**config.mk**
```make
export PLATFORM = sky130hd
export DESIGN_NAME = glvis_div
export DESIGN_NICKNAME = d
export VERILOG_FILES = /design/src/design/glvis_div.sv
export SDC_FILE = /design/constraint.sdc
export NUM_CORES = 2
export LEC_CHECK = 0
export ABC_AREA = 1
export BUFFER_PORTS_ARGS = -buffer_cell sky130_fd_sc_hd__buf_2
export CAP_MARGIN = 20
export CORE_MARGIN = 3
export CORE_UTILIZATION = 54
export CTS_BUF_LIST = sky130_fd_sc_hd__clkbuf_8
export DETAILED_ROUTE_END_ITERATION = 6
export GPL_TIMING_DRIVEN = 0
export PLACE_DENSITY = 0.71
export SYNTH_ARGS = -nofsm -noshare
export SYNTH_HDL_FRONTEND = slang
export SYNTH_SLANG_ARGS = --single-unit
```
**constraint.sdc**
```tcl
create_clock -name clk -period 4.4 [get_ports clk]
set_input_delay 0.88 -clock clk [delete_from_list [all_inputs] [get_ports clk]]
set_output_delay 0.88 -clock clk [all_outputs]
set_load 0.03 [all_outputs]
```
**src/design/glvis_div.sv**
```systemverilog
// pipelined floor division of a signed numerator by a positive 16 bit divisor
// two restoring steps per stage; no dependencies
module glvis_div #(
	parameter int SW = 24
) (
	input  logic                 clk,
	input  logic                 arst_n,
	input  logic                 en,
	input  logic                 in_valid,
	input  logic signed [32:0]   num,
	input  logic [15:0]          den,
	input  logic [SW-1:0]        side,
	output logic                 out_valid,
	output logic signed [34:0]   quo,
	output logic [SW-1:0]        side_out
);

	localparam int STG = 17;

	logic [33:0]   a_s    [0:STG];
	logic [15:0]   r_s    [0:STG];
	logic [33:0]   q_s    [0:STG];
	logic          neg_s  [0:STG];
	logic [SW-1:0] side_s [0:STG];
	logic          v_s    [0:STG];

	logic signed [34:0] quo_q;
	logic [SW-1:0]      side_q;
	logic               valid_q;

	assign a_s[0]    = num[32] ? 34'(-{num[32], num}) : 34'({num[32], num});
	assign r_s[0]    = '0;
	assign q_s[0]    = '0;
	assign neg_s[0]  = num[32];
	assign side_s[0] = side;
	assign v_s[0]    = in_valid;

	for (genvar k = 0; k < STG; k++) begin : g_stage
		logic [33:0] a_n;
		logic [15:0] r_n;
		logic [33:0] q_n;
		logic [16:0] r2;

		always_comb begin
			a_n = a_s[k];
			r_n = r_s[k];
			q_n = q_s[k];
			r2  = '0;
			for (int j = 0; j < 2; j++) begin
				r2  = {r_n, a_n[33]};
				a_n = {a_n[32:0], 1'b0};
				if (r2 >= {1'b0, den}) begin
					r_n = 16'(r2 - {1'b0, den});
					q_n = {q_n[32:0], 1'b1};
				end else begin
					r_n = r2[15:0];
					q_n = {q_n[32:0], 1'b0};
				end
			end
		end

		always_ff @(posedge clk or negedge arst_n) begin
			if (!arst_n) begin
				v_s[k+1] <= 1'b0;
			end else if (en) begin
				v_s[k+1] <= v_s[k];
			end
		end

		always_ff @(posedge clk) begin
			if (en) begin
				a_s[k+1]    <= a_n;
				r_s[k+1]    <= r_n;
				q_s[k+1]    <= q_n;
				neg_s[k+1]  <= neg_s[k];
				side_s[k+1] <= side_s[k];
			end
		end
	end

	// round toward minus infinity for a negative numerator
	always_ff @(posedge clk or negedge arst_n) begin
		if (!arst_n) begin
			valid_q <= 1'b0;
		end else if (en) begin
			valid_q <= v_s[STG];
		end
	end

	always_ff @(posedge clk) begin
		if (en) begin
			quo_q  <= neg_s[STG]
				? $signed(35'(-{1'b0, q_s[STG]}) - 35'(r_s[STG] != 16'd0))
				: $signed({1'b0, q_s[STG]});
			side_q <= side_s[STG];
		end
	end

	assign out_valid = valid_q;
	assign quo       = quo_q;
	assign side_out  = side_q;

endmodule

```
==> summary.txt <==
Run status
  • Run status: complete, but fails checks
  • Violated checks: design-rule violations

Global route
  • Grt total ovfl: 0
  • Largest net degree at the start of global routing: roughly 190
  • Number of antenna violations at the first check in global routing: 1
  • GR Util met3: around 3.3%
  • Met1 usage in global routing: 33.6%
  • Via count of the first global-routing pass: about 57k
  • Met2 usage: 41.0%
  • First-pass GRT wire length: roughly 300,000 um
  • GRT Max-Usage Layer: met2
  • Total global routing track utilization: 24.8%

Setup path
  • Crit path arrival time: roughly 4.9 ns
  • Startpoint kind of the worst setup timing path: input port
  • Crit Path Class: in2reg
  • Data required time at the worst endpoint: 5.01 ns
  • Setup crit end kind: flop
  • Worst Path Max Fanout: 19

Clocking
  • Clock H-tree levels: 4
  • CTS clk-pin slew, worst paths: roughly 0.070 ns
  • Max clock buf depth: 3
  • Number of CTS-inserted buffers: 211
  • TritonCTS clock tree: done
  • Clk sinks: about 1.4k
  • Clock latency at the later pin of the worst-skew pair: between 0.9 and 1 ns
  • Root buffer selected by CTS: sky130_fd_sc_hd__clkbuf_8

STA
  • Worst Max-Slew Pin Slew: roughly 0.95 ns
  • Max frequency: between 200 and 250 MHz
  • Clock Skew: 0.0772 ns
  • Pins Over Slew Limit: 0
  • Number of failing setup endpoints in the final timing report: 0
  • Period utilisation layout: between 90% and 100%
  • Worst max-slew margin expressed relative to the limit: 36.5%
  • Hold Vio Cnt, Final: 0
  • Final total negative setup slack: 0 ns
  • Clock period minus worst slack: 4.29 ns
  • Fin Hold WS: between 0.1 and 0.15 ns

Place
  • Port Buffers: 136
  • Standard cell area after detailed placement: 84,400 um2
  • Number of cells in the design after placement: 10.7k
  • RD Place Congestion: around 0.94
  • Detail Placement HPWL: between 100,000 and 150,000 um

Floorplan
  • Initial cell density of the core: around 55%
  • Number of top-level pins: around 140
  • Die span in x: just under 400 um
  • Floorplan die area: roughly 150,000 um2
  • Number of standard-cell rows in the floorplan: ~140
  • Die Span Y: just under 400 um
  • Total core area: 145,000 um2

Drt
  • Length of the first detailed-routing pass in iterations: 7
  • Count of routing violations after the opening detailed-route iteration: 5,067
  • Detail-routed net length per standard cell: roughly 18 um
  • Routed vias: 60.8k
  • Post-route antenna net violation count: 0
  • Routed Wire Length: 199,000 um
  • Via density per instance: between 5 and 6
  • Total DRC errors in the routed layout: 1

Synth
  • Count of flip-flops with a built-in enable after synthesis: ~1.3k
  • Area contributors post-synth: sky130_fd_sc_hd__edfxtp_1 (51%), sky130_fd_sc_hd__nand2_1 (13%), sky130_fd_sc_hd__ha_1 (8.9%), sky130_fd_sc_hd__nand3_1 (4.5%), sky130_fd_sc_hd__inv_1 (4.0%)
  • Most frequently used cell type in the post-synthesis netlist: sky130_fd_sc_hd__nand2_1
  • Post-synthesis net count: 9,281
  • Yosys synthesis warning count: 0
  • Area fraction of the dominant cell type after synthesis: between 50% and 60%
  • Ys async rst share: under 10%
  • Number of cells produced by synthesis: ~8.6k
  • Count of state elements after synthesis: between 1k and 1.5k
  • Yosys top cell by area: sky130_fd_sc_hd__edfxtp_1
  • Per-instance average area after synthesis: slightly above 9 um2
  • Netlist Area Pre-Place: between 70,000 and 80,000 um2
  • Cell variety after synth: 59
  • Synth top cells by count: sky130_fd_sc_hd__nand2_1 (2,736), sky130_fd_sc_hd__edfxtp_1 (1,334), sky130_fd_sc_hd__inv_1 (836), sky130_fd_sc_hd__nand3_1 (719), sky130_fd_sc_hd__ha_1 (567)
  • Flip-flop cell with the highest count after synthesis: sky130_fd_sc_hd__edfxtp_1
  • Sequential element share of the synthesized area: between 50% and 60%

Final layout
  • Non-Filler Instances: roughly 11k
  • Post-layout nets: 9,699
  • Share of final-layout standard cells stronger than drive strength 1: approximately 11%
  • Synthesis-to-finish area growth: 12.8%
  • Layout Cell Area excl Fill: just under 90,000 um2

Worst hold path
  • Type of the most critical hold path: in2reg

Run
  • Number of max-capacitance violations reported: 0
what timing repair did:
item / in CTS / in global routing
gates cloned: 0 / 9
gates resized for setup: 2 / 65
endpoints found under the hold margin: 18 / 0
hold buffers: 1 / 0
setup endpoints to repair: 166 / 208
buffers inserted: 1 / 33
pin swaps: 0 / 3
through the flow:
stage / utilization [%] / worst slack (ns)
2_1_floorplan: - / -0.970
3_3_place_gp: 57.9 / -17.63
3_5_place_dp: 58.3 / -1.38
4_1_cts: 61.2 / 0.0212
5_1_grt: 61.8 / -0.0165
6_report: 61.8 / 0.107
logic make-up (layout without fill, tap and decap cells):
kind of cell	Yosys count	in the layout	synth area share, %
simple gates	4415	4415	23.9
flops	1352	1352	51.1
buf+inv	968	1560	5.02
compound gates	915	915	6.35
fa+ha+maj	600	600	9.78
xor+xnor	353	353	3.90
other cells	1	3	0.00473
path summary, 6_finish.rpt:
| kind | startpoint | endpoint | slack, ns | cells after the start |
|---|---|---|---|---|
| hold reg to reg | side_s[25] | side_s[1] | 0.37 | 0 |
| setup reg to reg | r_s[138] | r_s[123] | 0.22 | 25 |
| setup / recovery | den[15] | r_s[123] | 0.11 | 22 |
| hold / removal | side[10] | side_s[394] | 0.15 | 1 |
| min in group asynchronous | arst_n | v_s[9] | 0.42 | 2 |
| max in group asynchronous | arst_n | v_s[5] | 3.70 | 2 |
state kept, by name, indices dropped and copies added, names as in the netlist:
| name | count |
|---|---|
| neg_s | 17 |
| q_s | 306 |
| side_s | 408 |
| out_valid | 1 |
| r_s | 272 |
| v_s | 17 |
| a_s | 272 |
| quo | 35 |
| side_out | 24 |
area by class of cell:
cell class	instances	area, um2
antenna	2	5.00
buffer	108	935
clock buffer	211	2900
clock inverter	176	1230
fill	12100	55300
inverter	860	3340
multi-input combinational	6284	36100
sequential	1352	40500
tap	1903	2380
timing repair buffer	205	1980
layout by cell type, fill, tap and decap left out, types with 45 or more instances in the layout:
| cell | instances |
|---|---|
| sky130_fd_sc_hd__ha_4 | 45 |
| sky130_fd_sc_hd__or2_2 | 48 |
| sky130_fd_sc_hd__nand3_1 | 703 |
| sky130_fd_sc_hd__o21ai_0 | 205 |
| sky130_fd_sc_hd__nand3b_1 | 73 |
| sky130_fd_sc_hd__nand2_2 | 100 |
| sky130_fd_sc_hd__clkinv_1 | 57 |
| sky130_fd_sc_hd__nand2_1 | 2667 |
| sky130_fd_sc_hd__nor3_1 | 56 |
| sky130_fd_sc_hd__xor2_1 | 187 |
| sky130_fd_sc_hd__xnor2_1 | 166 |
| sky130_fd_sc_hd__nor2_1 | 511 |
| sky130_fd_sc_hd__o21ai_1 | 60 |
| sky130_fd_sc_hd__nand4_1 | 90 |
| sky130_fd_sc_hd__clkbuf_8 | 213 |
| sky130_fd_sc_hd__buf_2 | 146 |
| sky130_fd_sc_hd__ha_1 | 515 |
| sky130_fd_sc_hd__edfxtp_1 | 1334 |
| sky130_fd_sc_hd__buf_6 | 56 |
| sky130_fd_sc_hd__a21oi_1 | 433 |
| sky130_fd_sc_hd__inv_1 | 873 |
worst max-delay path, cell delays in order:
cell                      delay (ns)
sky130_fd_sc_hd__buf_2          0.12
sky130_fd_sc_hd__inv_4          0.37
sky130_fd_sc_hd__buf_12         0.29
sky130_fd_sc_hd__ha_1           0.21
sky130_fd_sc_hd__inv_1          0.06
sky130_fd_sc_hd__nor3_1         0.33
sky130_fd_sc_hd__a31oi_2        0.19
sky130_fd_sc_hd__nand2_4        0.19
sky130_fd_sc_hd__inv_2          0.09
sky130_fd_sc_hd__buf_4          0.19
sky130_fd_sc_hd__nand2_1        0.08
sky130_fd_sc_hd__o21ai_2        0.08
sky130_fd_sc_hd__ha_1           0.37
sky130_fd_sc_hd__a21oi_1        0.28
sky130_fd_sc_hd__o21ai_0        0.14
sky130_fd_sc_hd__a21oi_1        0.16
sky130_fd_sc_hd__nand2_1        0.12
sky130_fd_sc_hd__nand2_4        0.15
sky130_fd_sc_hd__nand4_4        0.18
sky130_fd_sc_hd__buf_4          0.22
sky130_fd_sc_hd__nand2_1        0.06
sky130_fd_sc_hd__nand2_1        0.05
routing by layer:
layer | vias to the layer above | part of all wire [%] | routed length, um
met3 | 371 | 6.2 | 12400
met5 | - | 0 | 0
met2 | 1977 | 47 | 93200
li1 | 30200 | - | -
met1 | 28300 | 44 | 86800
met4 | 0 | 3.6 | 7130
Power is left out: the tool's default activity adds up to more than one toggle a clock period on the data nets, which glitch-free logic cannot reach.
